--- src/rtl/lfps_pkg.sv ---
// ----------------------------------------------------------------------------
// lfps_pkg
// shared types, widths and constants for the line follower pd steering block
// ----------------------------------------------------------------------------
package lfps_pkg;

    localparam int SENSOR_COUNT = 5;
    localparam int TIME_W       = 16;
    localparam int IDX_W        = $clog2(SENSOR_COUNT);
    localparam int POS_W        = 8;
    localparam int DELTA_W      = POS_W + 1;
    localparam int GAIN_W       = 16;
    localparam int SPEED_W      = 8;
    localparam int CORR_W       = 8;
    localparam int PROD_P_W     = GAIN_W + POS_W;
    localparam int PROD_D_W     = GAIN_W + DELTA_W;
    localparam int SUM_W        = PROD_D_W + 1;
    localparam int FRAC_W       = 8;
    localparam int SHIFTED_W    = SUM_W - FRAC_W;
    localparam int DRIVE_EXT_W  = SPEED_W + 1;
    localparam int CFG_INDEX_W  = 2;
    localparam int CFG_DATA_W   = 16;

    localparam logic signed [POS_W-1:0] LINE_WEIGHT [SENSOR_COUNT] =
        '{-8'sd127, -8'sd64, 8'sd0, 8'sd64, 8'sd127};

    localparam logic signed [SHIFTED_W-1:0] CORR_LIMIT_HI = SHIFTED_W'(100);
    localparam logic signed [SHIFTED_W-1:0] CORR_LIMIT_LO = -SHIFTED_W'(100);

    localparam logic signed [GAIN_W-1:0] KP_RESET = 16'sd256;
    localparam logic signed [GAIN_W-1:0] KD_RESET = 16'sd0;

    // register indexes of the configuration port
    localparam logic [CFG_INDEX_W-1:0] CFG_KP_GAIN     = 2'd0;
    localparam logic [CFG_INDEX_W-1:0] CFG_KD_GAIN     = 2'd1;
    localparam logic [CFG_INDEX_W-1:0] CFG_LEFT_SPEED  = 2'd2;
    localparam logic [CFG_INDEX_W-1:0] CFG_RIGHT_SPEED = 2'd3;

    typedef struct packed {
        logic signed [GAIN_W-1:0] kp_gain;
        logic signed [GAIN_W-1:0] kd_gain;
        logic [SPEED_W-1:0]       left_base_speed;
        logic [SPEED_W-1:0]       right_base_speed;
    } cfg_t;

    // one classified scan, as it waits between front and back
    typedef struct packed {
        logic [IDX_W-1:0]          line_index;
        logic signed [POS_W-1:0]   position;
        logic signed [DELTA_W-1:0] delta;
    } scan_entry_t;

    typedef struct packed {
        logic        push;
        scan_entry_t entry;
    } push_t;

    typedef struct packed {
        logic full;
        logic empty;
    } queue_status_t;

endpackage

--- src/rtl/lfps_scan_if.sv ---
// ----------------------------------------------------------------------------
// lfps_scan_if
// scan channel: five sensor decay times with valid and ready
// ----------------------------------------------------------------------------
interface lfps_scan_if;
    logic                        valid;
    logic                        ready;
    logic [lfps_pkg::TIME_W-1:0] sensor_time_0;
    logic [lfps_pkg::TIME_W-1:0] sensor_time_1;
    logic [lfps_pkg::TIME_W-1:0] sensor_time_2;
    logic [lfps_pkg::TIME_W-1:0] sensor_time_3;
    logic [lfps_pkg::TIME_W-1:0] sensor_time_4;

    modport source (
        output valid, sensor_time_0, sensor_time_1, sensor_time_2,
               sensor_time_3, sensor_time_4,
        input  ready
    );
    modport sink (
        input  valid, sensor_time_0, sensor_time_1, sensor_time_2,
               sensor_time_3, sensor_time_4,
        output ready
    );
endinterface

--- src/rtl/lfps_drive_if.sv ---
// ----------------------------------------------------------------------------
// lfps_drive_if
// drive channel: motor drives, correction and chosen sensor with valid and ready
// ----------------------------------------------------------------------------
interface lfps_drive_if;
    logic                               valid;
    logic                               ready;
    logic [lfps_pkg::SPEED_W-1:0]       left_drive;
    logic [lfps_pkg::SPEED_W-1:0]       right_drive;
    logic signed [lfps_pkg::CORR_W-1:0] correction;
    logic [lfps_pkg::IDX_W-1:0]         line_index;

    modport source (
        output valid, left_drive, right_drive, correction, line_index,
        input  ready
    );
    modport sink (
        input  valid, left_drive, right_drive, correction, line_index,
        output ready
    );
endinterface

--- src/rtl/line_follower_pd_steering.sv ---
// ----------------------------------------------------------------------------
// line_follower_pd_steering
// pd steering from a five-sensor reflectance scan, one drive result per scan
//
//   channel | direction | transaction
//   --------+-----------+-------------------------------------------------
//   scan    | in        | sensor_time_0..4, one scan of decay times
//   drive   | out       | left_drive, right_drive, correction, line_index
//   cfg     | in        | cfg_write_en, cfg_index, cfg_data, no read-back
//
// one scan per cycle sustained while drive.ready stays high; from scan accept to
// drive valid a scan passes the queue entry (written at the accept edge), the
// product register and the output register
// the two-entry queue lets the front keep taking scans while the back stalls
// reset clears gains to kp 1.0 and kd 0, base speeds and previous position to 0
// drive.ready low holds the output register, then fills the product stage
// and the queue, and only then drops scan.ready
// ----------------------------------------------------------------------------
module line_follower_pd_steering (
    input  logic                             clk,
    input  logic                             rst_n,
    lfps_scan_if.sink                        scan,
    lfps_drive_if.source                     drive,
    input  logic                             cfg_write_en,
    input  logic [lfps_pkg::CFG_INDEX_W-1:0] cfg_index,
    input  logic [lfps_pkg::CFG_DATA_W-1:0]  cfg_data
);

    lfps_pkg::cfg_t          cfg_reg;
    lfps_pkg::cfg_t          cfg_next;
    lfps_pkg::push_t         push;
    lfps_pkg::scan_entry_t   head;
    lfps_pkg::queue_status_t status;
    logic                    pop;

    always_comb
    begin
        cfg_next = cfg_reg;
        if (cfg_write_en)
        begin
            case (cfg_index)
                lfps_pkg::CFG_KP_GAIN:     cfg_next.kp_gain = $signed(cfg_data);
                lfps_pkg::CFG_KD_GAIN:     cfg_next.kd_gain = $signed(cfg_data);
                lfps_pkg::CFG_LEFT_SPEED:
                    cfg_next.left_base_speed = cfg_data[lfps_pkg::SPEED_W-1:0];
                lfps_pkg::CFG_RIGHT_SPEED:
                    cfg_next.right_base_speed = cfg_data[lfps_pkg::SPEED_W-1:0];
                default:                   cfg_next = cfg_reg;
            endcase
        end
    end

    always_ff @(posedge clk or negedge rst_n)
    begin
        if (!rst_n)
        begin
            cfg_reg.kp_gain          <= lfps_pkg::KP_RESET;
            cfg_reg.kd_gain          <= lfps_pkg::KD_RESET;
            cfg_reg.left_base_speed  <= '0;
            cfg_reg.right_base_speed <= '0;
        end
        else
        begin
            cfg_reg <= cfg_next;
        end
    end

    lfps_front u_front (
        .clk    (clk),
        .rst_n  (rst_n),
        .scan   (scan),
        .status (status),
        .push   (push)
    );

    lfps_queue u_queue (
        .clk    (clk),
        .rst_n  (rst_n),
        .push   (push),
        .pop    (pop),
        .head   (head),
        .status (status)
    );

    lfps_back u_back (
        .clk    (clk),
        .rst_n  (rst_n),
        .cfg    (cfg_reg),
        .head   (head),
        .status (status),
        .pop    (pop),
        .drive  (drive)
    );

    // queue never takes a scan while full
    assert property (@(posedge clk) disable iff (!rst_n)
        push.push |-> !status.full)
        else $error("scan pushed into full queue");

    // clamp holds on every delivered result
    assert property (@(posedge clk) disable iff (!rst_n)
        drive.valid |-> (drive.correction <= 8'sd100 && drive.correction >= -8'sd100))
        else $error("correction outside clamp range");

    // a positive correction leaves the right drive at its base speed
    assert property (@(posedge clk) disable iff (!rst_n)
        (drive.valid && drive.correction > 0) |->
            drive.right_drive == cfg_reg.right_base_speed)
        else $error("right drive changed on positive correction");

    // a negative correction leaves the left drive at its base speed
    assert property (@(posedge clk) disable iff (!rst_n)
        (drive.valid && drive.correction < 0) |->
            drive.left_drive == cfg_reg.left_base_speed)
        else $error("left drive changed on negative correction");

endmodule

--- src/rtl/lfps_front.sv ---
// ----------------------------------------------------------------------------
// lfps_front
// accepts scans, picks the darkest sensor and keeps the previous position
// ----------------------------------------------------------------------------
module lfps_front (
    input  logic                    clk,
    input  logic                    rst_n,
    lfps_scan_if.sink               scan,
    input  lfps_pkg::queue_status_t status,
    output lfps_pkg::push_t         push
);

    logic [lfps_pkg::TIME_W-1:0]       times [lfps_pkg::SENSOR_COUNT];
    logic [lfps_pkg::TIME_W-1:0]       best_time;
    logic [lfps_pkg::IDX_W-1:0]        best_index;
    logic signed [lfps_pkg::POS_W-1:0] position;
    logic signed [lfps_pkg::POS_W-1:0] prev_position_reg;
    logic signed [lfps_pkg::POS_W-1:0] prev_position_next;
    logic                              accept;

    assign times[0] = scan.sensor_time_0;
    assign times[1] = scan.sensor_time_1;
    assign times[2] = scan.sensor_time_2;
    assign times[3] = scan.sensor_time_3;
    assign times[4] = scan.sensor_time_4;

    assign scan.ready = !status.full;
    assign accept     = scan.valid && scan.ready;

    // strict compare, so the lowest index wins a tie
    always_comb
    begin
        best_time  = times[0];
        best_index = '0;
        for (int i = 1; i < lfps_pkg::SENSOR_COUNT; i++)
        begin
            if (times[i] > best_time)
            begin
                best_time  = times[i];
                best_index = lfps_pkg::IDX_W'(i);
            end
        end
    end

    assign position = lfps_pkg::LINE_WEIGHT[best_index];

    always_comb
    begin
        push.push             = accept;
        push.entry.line_index = best_index;
        push.entry.position   = position;
        push.entry.delta      = lfps_pkg::DELTA_W'(position)
                              - lfps_pkg::DELTA_W'(prev_position_reg);
        prev_position_next    = accept ? position : prev_position_reg;
    end

    always_ff @(posedge clk or negedge rst_n)
    begin
        if (!rst_n)
        begin
            prev_position_reg <= '0;
        end
        else
        begin
            prev_position_reg <= prev_position_next;
        end
    end

endmodule

--- src/rtl/lfps_queue.sv ---
// ----------------------------------------------------------------------------
// lfps_queue
// two-entry queue of classified scans between front and back
// ----------------------------------------------------------------------------
module lfps_queue (
    input  logic                    clk,
    input  logic                    rst_n,
    input  lfps_pkg::push_t         push,
    input  logic                    pop,
    output lfps_pkg::scan_entry_t   head,
    output lfps_pkg::queue_status_t status
);

    lfps_pkg::scan_entry_t store_reg [2];
    logic                  wr_ptr_reg;
    logic                  wr_ptr_next;
    logic                  rd_ptr_reg;
    logic                  rd_ptr_next;
    logic [1:0]            count_reg;
    logic [1:0]            count_next;
    logic                  do_pop;

    assign status.full  = (count_reg == 2'd2);
    assign status.empty = (count_reg == 2'd0);
    assign head         = store_reg[rd_ptr_reg];
    assign do_pop       = pop && !status.empty;

    always_comb
    begin
        wr_ptr_next = push.push ? !wr_ptr_reg : wr_ptr_reg;
        rd_ptr_next = do_pop ? !rd_ptr_reg : rd_ptr_reg;
        count_next  = count_reg + 2'(push.push) - 2'(do_pop);
    end

    always_ff @(posedge clk or negedge rst_n)
    begin
        if (!rst_n)
        begin
            wr_ptr_reg <= 1'b0;
            rd_ptr_reg <= 1'b0;
            count_reg  <= 2'd0;
        end
        else
        begin
            wr_ptr_reg <= wr_ptr_next;
            rd_ptr_reg <= rd_ptr_next;
            count_reg  <= count_next;
        end
    end

    always_ff @(posedge clk)
    begin
        if (push.push)
        begin
            store_reg[wr_ptr_reg] <= push.entry;
        end
    end

endmodule

--- src/rtl/lfps_back.sv ---
// ----------------------------------------------------------------------------
// lfps_back
// pd correction: gain products, then sum, clamp and drive update
// ----------------------------------------------------------------------------
module lfps_back (
    input  logic                    clk,
    input  logic                    rst_n,
    input  lfps_pkg::cfg_t          cfg,
    input  lfps_pkg::scan_entry_t   head,
    input  lfps_pkg::queue_status_t status,
    output logic                    pop,
    lfps_drive_if.source            drive
);

    // product stage
    logic                                 s1_valid_reg;
    logic                                 s1_valid_next;
    logic signed [lfps_pkg::PROD_P_W-1:0] prod_p_reg;
    logic signed [lfps_pkg::PROD_P_W-1:0] prod_p_next;
    logic signed [lfps_pkg::PROD_D_W-1:0] prod_d_reg;
    logic signed [lfps_pkg::PROD_D_W-1:0] prod_d_next;
    logic [lfps_pkg::IDX_W-1:0]           s1_index_reg;
    logic                                 s1_ready;

    // output stage
    logic                                    out_valid_reg;
    logic                                    out_valid_next;
    logic [lfps_pkg::SPEED_W-1:0]            left_reg;
    logic [lfps_pkg::SPEED_W-1:0]            left_next;
    logic [lfps_pkg::SPEED_W-1:0]            right_reg;
    logic [lfps_pkg::SPEED_W-1:0]            right_next;
    logic signed [lfps_pkg::CORR_W-1:0]      corr_reg;
    logic signed [lfps_pkg::CORR_W-1:0]      corr_next;
    logic [lfps_pkg::IDX_W-1:0]              out_index_reg;
    logic                                    out_ready;

    logic signed [lfps_pkg::POS_W-1:0]       err;
    logic signed [lfps_pkg::SUM_W-1:0]       sum;
    logic signed [lfps_pkg::SHIFTED_W-1:0]   shifted;
    logic signed [lfps_pkg::DRIVE_EXT_W-1:0] corr_ext;
    logic signed [lfps_pkg::DRIVE_EXT_W-1:0] left_ext;
    logic signed [lfps_pkg::DRIVE_EXT_W-1:0] right_ext;

    assign out_ready = !out_valid_reg || drive.ready;
    assign s1_ready  = !s1_valid_reg || out_ready;
    assign pop       = s1_ready && !status.empty;

    // target is zero, so the error is the negated position
    assign err = -head.position;

    always_comb
    begin
        prod_p_next = $signed({{(lfps_pkg::PROD_P_W - lfps_pkg::GAIN_W){cfg.kp_gain[lfps_pkg::GAIN_W-1]}},
                               cfg.kp_gain})
                    * $signed({{(lfps_pkg::PROD_P_W - lfps_pkg::POS_W){err[lfps_pkg::POS_W-1]}},
                               err});
        prod_d_next = $signed({{(lfps_pkg::PROD_D_W - lfps_pkg::GAIN_W){cfg.kd_gain[lfps_pkg::GAIN_W-1]}},
                               cfg.kd_gain})
                    * $signed({{(lfps_pkg::PROD_D_W - lfps_pkg::DELTA_W){head.delta[lfps_pkg::DELTA_W-1]}},
                               head.delta});
        s1_valid_next = pop ? 1'b1 : (s1_ready ? 1'b0 : s1_valid_reg);
    end

    always_comb
    begin
        sum     = lfps_pkg::SUM_W'(prod_p_reg) + lfps_pkg::SUM_W'(prod_d_reg);
        // arithmetic shift keeps floor rounding for negative sums
        shifted = sum[lfps_pkg::SUM_W-1:lfps_pkg::FRAC_W];

        if (shifted > lfps_pkg::CORR_LIMIT_HI)
        begin
            corr_next = lfps_pkg::CORR_W'(lfps_pkg::CORR_LIMIT_HI);
        end
        else if (shifted < lfps_pkg::CORR_LIMIT_LO)
        begin
            corr_next = lfps_pkg::CORR_W'(lfps_pkg::CORR_LIMIT_LO);
        end
        else
        begin
            corr_next = shifted[lfps_pkg::CORR_W-1:0];
        end

        corr_ext  = lfps_pkg::DRIVE_EXT_W'(corr_next);
        left_ext  = $signed({1'b0, cfg.left_base_speed});
        right_ext = $signed({1'b0, cfg.right_base_speed});

        if (corr_ext > 0)
        begin
            left_ext = left_ext - corr_ext;
        end
        else
        begin
            right_ext = right_ext + corr_ext;
        end

        left_next  = left_ext[lfps_pkg::DRIVE_EXT_W-1] ? '0
                   : left_ext[lfps_pkg::SPEED_W-1:0];
        right_next = right_ext[lfps_pkg::DRIVE_EXT_W-1] ? '0
                   : right_ext[lfps_pkg::SPEED_W-1:0];

        out_valid_next = out_ready ? s1_valid_reg : out_valid_reg;
    end

    always_ff @(posedge clk or negedge rst_n)
    begin
        if (!rst_n)
        begin
            s1_valid_reg  <= 1'b0;
            out_valid_reg <= 1'b0;
        end
        else
        begin
            s1_valid_reg  <= s1_valid_next;
            out_valid_reg <= out_valid_next;
        end
    end

    always_ff @(posedge clk)
    begin
        if (pop)
        begin
            prod_p_reg   <= prod_p_next;
            prod_d_reg   <= prod_d_next;
            s1_index_reg <= head.line_index;
        end
        if (out_ready && s1_valid_reg)
        begin
            left_reg      <= left_next;
            right_reg     <= right_next;
            corr_reg      <= corr_next;
            out_index_reg <= s1_index_reg;
        end
    end

    assign drive.valid       = out_valid_reg;
    assign drive.left_drive  = left_reg;
    assign drive.right_drive = right_reg;
    assign drive.correction  = corr_reg;
    assign drive.line_index  = out_index_reg;

endmodule
--- src/flat_wrapper.sv ---
// flat-port wrapper written by rule: the top's interface ports become plain ports
module line_follower_pd_steering_flat 
  (clk, rst_n, cfg_write_en, cfg_index, cfg_data, scan_valid, scan_sensor_time_0, scan_sensor_time_1, scan_sensor_time_2, scan_sensor_time_3, scan_sensor_time_4, scan_ready, drive_valid, drive_left_drive, drive_right_drive, drive_correction, drive_line_index, drive_ready);
  lfps_scan_if scan_i ();
  lfps_drive_if drive_i ();
  input  logic clk;
  input  logic rst_n;
  input  logic cfg_write_en;
  input  logic [lfps_pkg::CFG_INDEX_W-1:0] cfg_index;
  input  logic [lfps_pkg::CFG_DATA_W-1:0] cfg_data;
  input wire logic [$bits(scan_i.valid)-1:0] scan_valid;
  input wire logic [$bits(scan_i.sensor_time_0)-1:0] scan_sensor_time_0;
  input wire logic [$bits(scan_i.sensor_time_1)-1:0] scan_sensor_time_1;
  input wire logic [$bits(scan_i.sensor_time_2)-1:0] scan_sensor_time_2;
  input wire logic [$bits(scan_i.sensor_time_3)-1:0] scan_sensor_time_3;
  input wire logic [$bits(scan_i.sensor_time_4)-1:0] scan_sensor_time_4;
  output wire logic [$bits(scan_i.ready)-1:0] scan_ready;
  output wire logic [$bits(drive_i.valid)-1:0] drive_valid;
  output wire logic [$bits(drive_i.left_drive)-1:0] drive_left_drive;
  output wire logic [$bits(drive_i.right_drive)-1:0] drive_right_drive;
  output wire logic [$bits(drive_i.correction)-1:0] drive_correction;
  output wire logic [$bits(drive_i.line_index)-1:0] drive_line_index;
  input wire logic [$bits(drive_i.ready)-1:0] drive_ready;
  assign scan_i.valid = scan_valid;
  assign scan_i.sensor_time_0 = scan_sensor_time_0;
  assign scan_i.sensor_time_1 = scan_sensor_time_1;
  assign scan_i.sensor_time_2 = scan_sensor_time_2;
  assign scan_i.sensor_time_3 = scan_sensor_time_3;
  assign scan_i.sensor_time_4 = scan_sensor_time_4;
  assign scan_ready = scan_i.ready;
  assign drive_valid = drive_i.valid;
  assign drive_left_drive = drive_i.left_drive;
  assign drive_right_drive = drive_i.right_drive;
  assign drive_correction = drive_i.correction;
  assign drive_line_index = drive_i.line_index;
  assign drive_i.ready = drive_ready;
  line_follower_pd_steering u_core (.clk(clk), .rst_n(rst_n), .scan(scan_i), .drive(drive_i), .cfg_write_en(cfg_write_en), .cfg_index(cfg_index), .cfg_data(cfg_data));
endmodule
--- config.mk ---
export PLATFORM = sky130hd
export DESIGN_NAME = line_follower_pd_steering_flat
export DESIGN_NICKNAME = d
export VERILOG_FILES = /design/src/rtl/lfps_pkg.sv /design/src/rtl/lfps_scan_if.sv /design/src/rtl/lfps_drive_if.sv /design/src/rtl/line_follower_pd_steering.sv /design/src/rtl/lfps_front.sv /design/src/rtl/lfps_queue.sv /design/src/rtl/lfps_back.sv /design/src/flat_wrapper.sv
export SDC_FILE = /design/constraint.sdc
export NUM_CORES = 1
export LEC_CHECK = 0
export BUFFER_PORTS_ARGS = -buffer_cell sky130_fd_sc_hd__buf_2
export CORE_MARGIN = 10
export CORE_UTILIZATION = 35
export CTS_CLUSTER_DIAMETER = 50
export CTS_CLUSTER_SIZE = 28
export DETAILED_ROUTE_END_ITERATION = 8
export HOLD_SLACK_MARGIN = 0.05
export PLACE_DENSITY = 0.63
export SYNTH_ARGS = -nofsm -noshare
export SYNTH_HDL_FRONTEND = slang
export SYNTH_SLANG_ARGS = --single-unit
--- constraint.sdc ---
create_clock -name clk -period 6.69 [get_ports clk]
set_input_delay 2.007 -clock clk [delete_from_list [all_inputs] [get_ports clk]]
set_output_delay 2.007 -clock clk [all_outputs]
set_load 0.03 [all_outputs]
==> flow_metrics.tcl, run 1 <==
set metrics [dict create \
    cpMaxStageDelayCell "or3_4" \
    synth_edf_count 107 \
    netlist_top_cells_count "299 x inv_1, 224 x fa_1, 210 x ha_1" \
    fin_skew_ns 0.0104 \
    coreArea_mm2 0.0549 \
    yosys.area.top_type "fa_1" \
    synthArstFlopShare_pct 35.2 \
    maxCapViolCount 0 \
    antenna_found_initial 2 \
    wire_per_inst_um 16.8 \
    place_congestion 0.886 \
    yosys_warnings 0 \
    tightest_slew_ns 1.24 \
    dr.pass1.iters 5 \
    final_cells 2950 \
    worstPathRequired_ns 6.88 \
    syn-mean-instance-area_um2 9.98 \
    initial_core_util_pct 35.3 \
    synth_top_cell_area_share_pct 23.2 \
    drt_iter0_drc 827 \
    rsz0062_at_grt "true" \
    arrival_ns 10.13 \
    numCtsBuffers 17 \
    die_h_um 255 \
    netlist_area_mm2 0.0194 \
    reg2reg_depth 19 \
    hpwl_um 39600 \
    cp_max_fo 7 \
    hold_viol_final 0 \
    pin_count 132 \
    path_clk_slew_ns 0.06 \
    avgViaCountPerCell 5.11 \
    syn_inst 1939 \
    die_area_mm2 0.0651 \
    cts.sinks 165 \
    syn_to_final_growth_pct 22.6 \
    track_usage_pct 15.6 \
    worst_slack_ns -3.25 \
    port_buffers 131 \
    htree_levels 4 \
    fin_crit_sh_pct 149 \
    route.vias.total 15100 \
    placedCellCount 2873 \
    netlist-cell-type-count 80 \
    setup_violations 32 \
    max_stage_delay_ns 0.45 \
    holdCritPathClass "reg -> reg" \
    yosysSeqAreaShare_pct 24.1 \
    grt_max_degree 59 \
    drt-total-wl_um 49600 \
    slew_headroom_pct 16.7 \
    clockBufferDepth 2 \
    largest_reg_flops 48 \
    grt_overflow 0 \
    cts_root_buf "clkbuf_16" \
    synth.most_common_cell "inv_1" \
    synth_seq_cells 165 \
    drc 0 \
    min_path_cells 0 \
    violations "negative setup slack" \
    layout.nets 2770 \
    rr_endpoint "u_core.u_back.prod_d_reg[24]$_DFFE_PP_" \
    end_kind "flip-flop" \
    worstReg2RegStart "u_core.u_queue.rd_ptr_reg$_DFFE_PN0P_" \
    synth_top_flop_cell "edfxtp_1" \
    worstHoldEndpoint "u_core.u_back.drive.line_index[0]$_DFFE_PP_" \
    diodes 0 \
    cp_common_cell "buf_4" \
    synth_area_leaders "fa_1 23%, edfxtp_1 17%, ha_1 14%" \
    layout_min_cycle_time_ns 9.94 \
    critPathKind "in -> reg" \
    worst-path-buf-inv 10 \
    cp_top_family "compound AO/OA/AOI/OAI gates" \
    die_width_um 255 \
    grt_pass1_wl_um 81600 \
    worstHoldStart "u_core.u_back.s1_index_reg[0]$_DFFE_PP_" \
    fmax_mhz 101 \
    synth_nets 2476 \
    layout-drive-gt1-share_pct 26.0 \
    rows 86 \
    startpoint_type "primary input" \
    slew_viol_final 0 \
    status "complete, but fails checks" \
    detail-route-antenna-nets 0 \
    reg2reg_slack_ns 0.34 \
    worstSkewPairLatency_ns 0.45 \
    grt_pass1_vias 16300 \
    cts_tree "done" \
]
routing by layer:
metal | vias to the layer above | global-route usage, % | wire length (um)
li1 | 7123 | - | -
met1 | 7506 | 18.4 | 20600
met2 | 343 | 27.9 | 24900
met3 | 113 | 1.98 | 1980
met4 | 4 | 6.87 | 2100
met5 | - | 0 | 21
cell usage in the layout (no fill, tap or decap), drive strengths merged, types with 9 or more instances in the layout:
cell	Yosys	final
fa	224	224
nand3	22	22
edfxtp	107	107
nand4	19	19
a211oi	17	17
o21a	14	14
or3	22	22
dfrtp	57	57
nor3	24	24
and2	42	42
nor2	96	96
a31oi	21	21
inv	299	307
nor2b	61	61
and3	13	13
nand2b	32	32
or2	22	22
mux2	61	61
o211ai	9	9
nand2	160	160
a21o	38	38
clkbuf	42	18
o21ai	66	66
ha	210	210
xnor2	58	58
a21oi	77	77
xor2	13	13
buf	9	323
timing repair:
action                     in CTS  in global routing
hold endpoints to repair        0                  0
pin swaps                      58                 50
setup endpoints to repair      32                 45
hold buffers                    0                  0
resized for setup              99                 64
cloned                          5                  0
setup buffers                  26                 14
worst max-delay path by stage:
stage / start / to / slack [ns] / depth (start not counted)
2_1_floorplan: scan_sensor_time_0[11] / u_core.u_queue.store_reg[0][8]$_DFFE_PP_ / -3.62 / 47
3_3_place_gp: scan_sensor_time_0[11] / u_core.u_queue.store_reg[0][8]$_DFFE_PP_ / -3.87 / 46
3_5_place_dp: scan_sensor_time_0[11] / u_core.u_queue.store_reg[1][8]$_DFFE_PP_ / -4.16 / 44
4_1_cts: scan_sensor_time_0[9] / u_core.u_queue.store_reg[1][8]$_DFFE_PP_ / -3.18 / 46
5_1_grt: scan_sensor_time_0[11] / u_core.u_queue.store_reg[0][8]$_DFFE_PP_ / -3.57 / 49
6_report: scan_sensor_time_1[15] / u_core.u_queue.store_reg[1][6]$_DFFE_PP_ / -3.25 / 45
cell type report:
cell class / count / area [um^2]
Fill cell: 5236 / 31100
Multi-Input combinational cell: 1427 / 14200
Sequential cell: 165 / 4670
Timing Repair Buffer: 323 / 2270
Inverter: 299 / 1150
Tap cell: 704 / 881
Clock buffer: 18 / 429
Clock inverter: 14 / 140
per-stage QoR:
stage          area, um^2  setup WS, ns  setup TNS (ns)  hold slack, ns  util [%]
6_report            23700         -3.25          -79.59           0.437      43.2
3_3_place_gp        22000         -3.87          -98.77           0.408      40.2
3_5_place_dp        22000         -4.16         -106.87           0.417      40.2
4_1_cts             23300         -3.18          -74.17           0.433      42.5
5_1_grt             23700         -3.57          -89.31           0.440      43.2
2_1_floorplan       19600         -3.62          -85.78           0.400         -
cells by family after synthesis:
| family | after synthesis | synth area share, % |
|---|---|---|
| xor gates and xnor gates | 71 | 3.21 |
| adders and majority gates | 434 | 36.7 |
| buffers and inverters | 350 | 6.90 |
| AOI/OAI and AO/OA | 316 | 11.1 |
| DFF | 165 | 24.1 |
| and+or+nand+nor | 534 | 14.0 |
| muxes | 69 | 3.96 |
Power of run 1 is left out: the tool's default activity adds up to more than one toggle a clock period on the data nets, which glitch-free logic cannot reach.
==> run 2, diff against run 1 <==
--- a/config.mk
+++ b/config.mk
@@ -15,4 +15,5 @@
 export PLACE_DENSITY = 0.63
 export SYNTH_ARGS = -nofsm -noshare
 export SYNTH_HDL_FRONTEND = slang
+export SYNTH_HIERARCHICAL = 1
 export SYNTH_SLANG_ARGS = --single-unit
==> run 2 against run 1 <==
Against the previous run:
- the flow still finishes with violations (negative setup slack)
- hold slack worse by 0.0029 ns
- routed wire length up 12%
- area after synthesis increased by 6.4%
- non-clock buffer count up 12
- largest cell class unchanged
==> flow_metrics.tcl, run 2 <==
set metrics [dict create \
    status "complete, but fails checks" \
    violations "negative setup slack" \
    htree_levels 4 \
    synth_area_leaders "fa_1 22%, edfxtp_1 17%, ha_1 13%" \
    place_congestion 0.951 \
    arrival_ns 10.30 \
    wire_per_inst_um 17.8 \
    route.vias.total 16000 \
    port_buffers 131 \
    detail-route-antenna-nets 0 \
    synth_top_flop_cell "edfxtp_1" \
    min_path_cells 0 \
    layout.nets 2884 \
    antenna_found_initial 8 \
    initial_core_util_pct 35.5 \
    fin_skew_ns 0.0108 \
    max_stage_delay_ns 0.48 \
    synth_seq_cells 177 \
    setup_violations 44 \
    fin_tns_setup_ns -116.00 \
    netlist-cell-type-count 91 \
    reg2reg_depth 24 \
    fin_area_mm2 0.0249 \
    grt_overflow 0 \
    fin_crit_sh_pct 150 \
    worstReg2RegStart "u_core/u_queue/rd_ptr_reg$_DFFE_PN0P_" \
    syn_to_final_growth_pct 20.9 \
    rsz0062_at_grt "true" \
    yosys.area.top_type "fa_1" \
    layout-drive-gt1-share_pct 25.1 \
    netlist_area_mm2 0.0206 \
    synthArstFlopShare_pct 32.8 \
    pin_count 132 \
    hpwl_um 44500 \
    cts_tree "done" \
    synth_nets 2590 \
    grt_pass1_wl_um 89700 \
    holdCritPathClass "reg -> reg" \
    worstHoldStart "u_core/u_back/s1_index_reg[1]$_DFFE_PP_" \
    hold_buffers 0 \
    yosys_warnings 6 \
    rr_endpoint "u_core/u_back/prod_p_reg[23]$_DFFE_PP_" \
    drt_iter0_drc 866 \
    nFillCells 5540 \
    layout_min_cycle_time_ns 10.01 \
    maxCapViolCount 0 \
    worst_slack_ns -3.32 \
    layout_commonest_cell "inv_1" \
    slew_headroom_pct 21.6 \
    synth.most_common_cell "inv_1" \
    end_kind "flip-flop" \
    critPathKind "in -> reg" \
    track_usage_pct 16.0 \
    syn-mean-instance-area_um2 10.0 \
    cp_common_cell "ha_4" \
    tightest_slew_ns 1.17 \
    numCtsBuffers 17 \
    cts.sinks 177 \
    drt-total-wl_um 55800 \
    clockBufferDepth 2 \
    die_area_mm2 0.0690 \
    grt_max_degree 59 \
    rows 88 \
    worstHoldEndpoint "u_core/u_back/drive.line_index[1]$_DFFE_PP_" \
    worstPathRequired_ns 6.98 \
    drc 0 \
    path_clk_slew_ns 0.07 \
    coreArea_mm2 0.0580 \
    avgViaCountPerCell 5.12 \
    startpoint_type "primary input" \
    placed_cell_area_mm2 0.0235 \
    die_width_um 263 \
    hold_viol_final 0 \
    yosysSeqAreaShare_pct 24.4 \
    syn_inst 2052 \
    cts_root_buf "clkbuf_16" \
    worstSkewPairLatency_ns 0.44 \
    place_ws_ns -4.01 \
    reg2reg_slack_ns 0.13 \
    slew_viol_final 0 \
    cpMaxStageDelayCell "or4_1" \
    synth_top_cell_area_share_pct 22.2 \
    die_h_um 263 \
    dr.pass1.iters 5 \
    synth_edf_count 119 \
    fmax_mhz 99.9 \
    final_cell_mix "279 x inv_1, 224 x fa_1, 190 x buf_4, 190 x ha_1, 171 x nand2_1" \
    grt_pass1_vias 17000 \
    netlist_top_cells_count "295 x inv_1, 228 x fa_1, 207 x ha_1" \
    largest_reg_flops 48 \
    cp_max_fo 8 \
]
run 2: cell count changes after synthesis, sizes merged, moves of 13 or more:
cell / previous run / this run
or4: 3 / 18
nor2b: 61 / 15
buf: 9 / 24
nand2: 160 / 174
xor2: 13 / 26
nand3: 22 / 38
and2: 42 / 166
or3: 22 / 5
run 2: what timing repair did:
| action | CTS | global route |
|---|---|---|
| resized for setup | 41 | 74 |
| endpoints found under the setup margin | 49 | 59 |
| pin swaps | 33 | 38 |
| setup buffers | 14 | 8 |
| gates cloned | 6 | 1 |
run 2: worst max-delay path: cells and delay by family:
kind | cells | cell delay (ns)
compound gates | 12 | 2.54
fa+ha+maj | 7 | 1.89
buf+inv | 10 | 1.31
mux | 1 | 0.12
simple gates | 15 | 2.42
run 2: area by class of cell:
| type | instances | area [um^2] | area share, % |
|---|---|---|---|
| diodes | 2 | 5.00 | 0.0201 |
| repair buffers | 335 | 2340 | 9.39 |
| flip-flops and latches | 177 | 5030 | 20.2 |
| well taps | 765 | 957 | 3.84 |
| inverters | 296 | 1130 | 4.54 |
| multi-input cells | 1519 | 14900 | 59.7 |
| clock buffers | 18 | 429 | 1.72 |
| clock inverters | 14 | 161 | 0.648 |
run 2: worst max-delay path by stage:
| stage | start | end | slack, ns | depth (start not counted) |
|---|---|---|---|---|
| 4_1_cts | scan_sensor_time_0[1] | u_core/u_queue/store_reg[1][8]$_DFFE_PP_ | -3.33 | 43 |
| 3_5_place_dp | scan_sensor_time_0[13] | u_core/u_queue/store_reg[0][8]$_DFFE_PP_ | -4.01 | 42 |
| 3_3_place_gp | scan_sensor_time_0[13] | u_core/u_queue/store_reg[0][8]$_DFFE_PP_ | -3.89 | 43 |
| 6_report | scan_sensor_time_0[1] | u_core/u_queue/store_reg[1][8]$_DFFE_PP_ | -3.32 | 45 |
| 5_1_grt | scan_sensor_time_0[1] | u_core/u_queue/store_reg[1][8]$_DFFE_PP_ | -3.64 | 44 |
| 2_1_floorplan | scan_sensor_time_0[6] | u_core/u_queue/store_reg[0][8]$_DFFE_PP_ | -3.30 | 42 |
run 2: through the flow:
stage | hold slack, ns | std cells | util [%]
2_1_floorplan | 0.400 | 2052 | -
3_3_place_gp | 0.408 | 3068 | 40.5
3_5_place_dp | 0.411 | 3068 | 40.5
4_1_cts | 0.427 | 3115 | 42.2
5_1_grt | 0.441 | 3124 | 42.9
6_report | 0.434 | 3126 | 42.9
run 2: logic make-up (layout without fill, tap and decap cells):
| group | Yosys count | after routing | share of synthesized area [%] |
|---|---|---|---|
| adder cells (fa/ha/maj) | 435 | 435 | 34.7 |
| buffers and inverters | 360 | 663 | 6.99 |
| AND/OR/NAND/NOR | 605 | 609 | 15.4 |
| AO/OA/AOI/OAI | 307 | 307 | 10.0 |
| multiplexers | 85 | 85 | 4.90 |
| flip-flops | 177 | 177 | 24.4 |
| XOR/XNOR | 83 | 83 | 3.57 |
| other | 0 | 2 | 0 |
run 2: routing by layer:
layer	GRT usage [%]	share of wire [%]	vias to the layer above	routed length [um]
li1	-	-	7496	-
met5	0	0.088	-	49
met4	4.05	2.4	8	1310
met1	19.3	41	7986	23000
met3	3.89	6.0	91	3370
met2	27.9	50	437	28000
Power of run 2 is left out for the same reason.
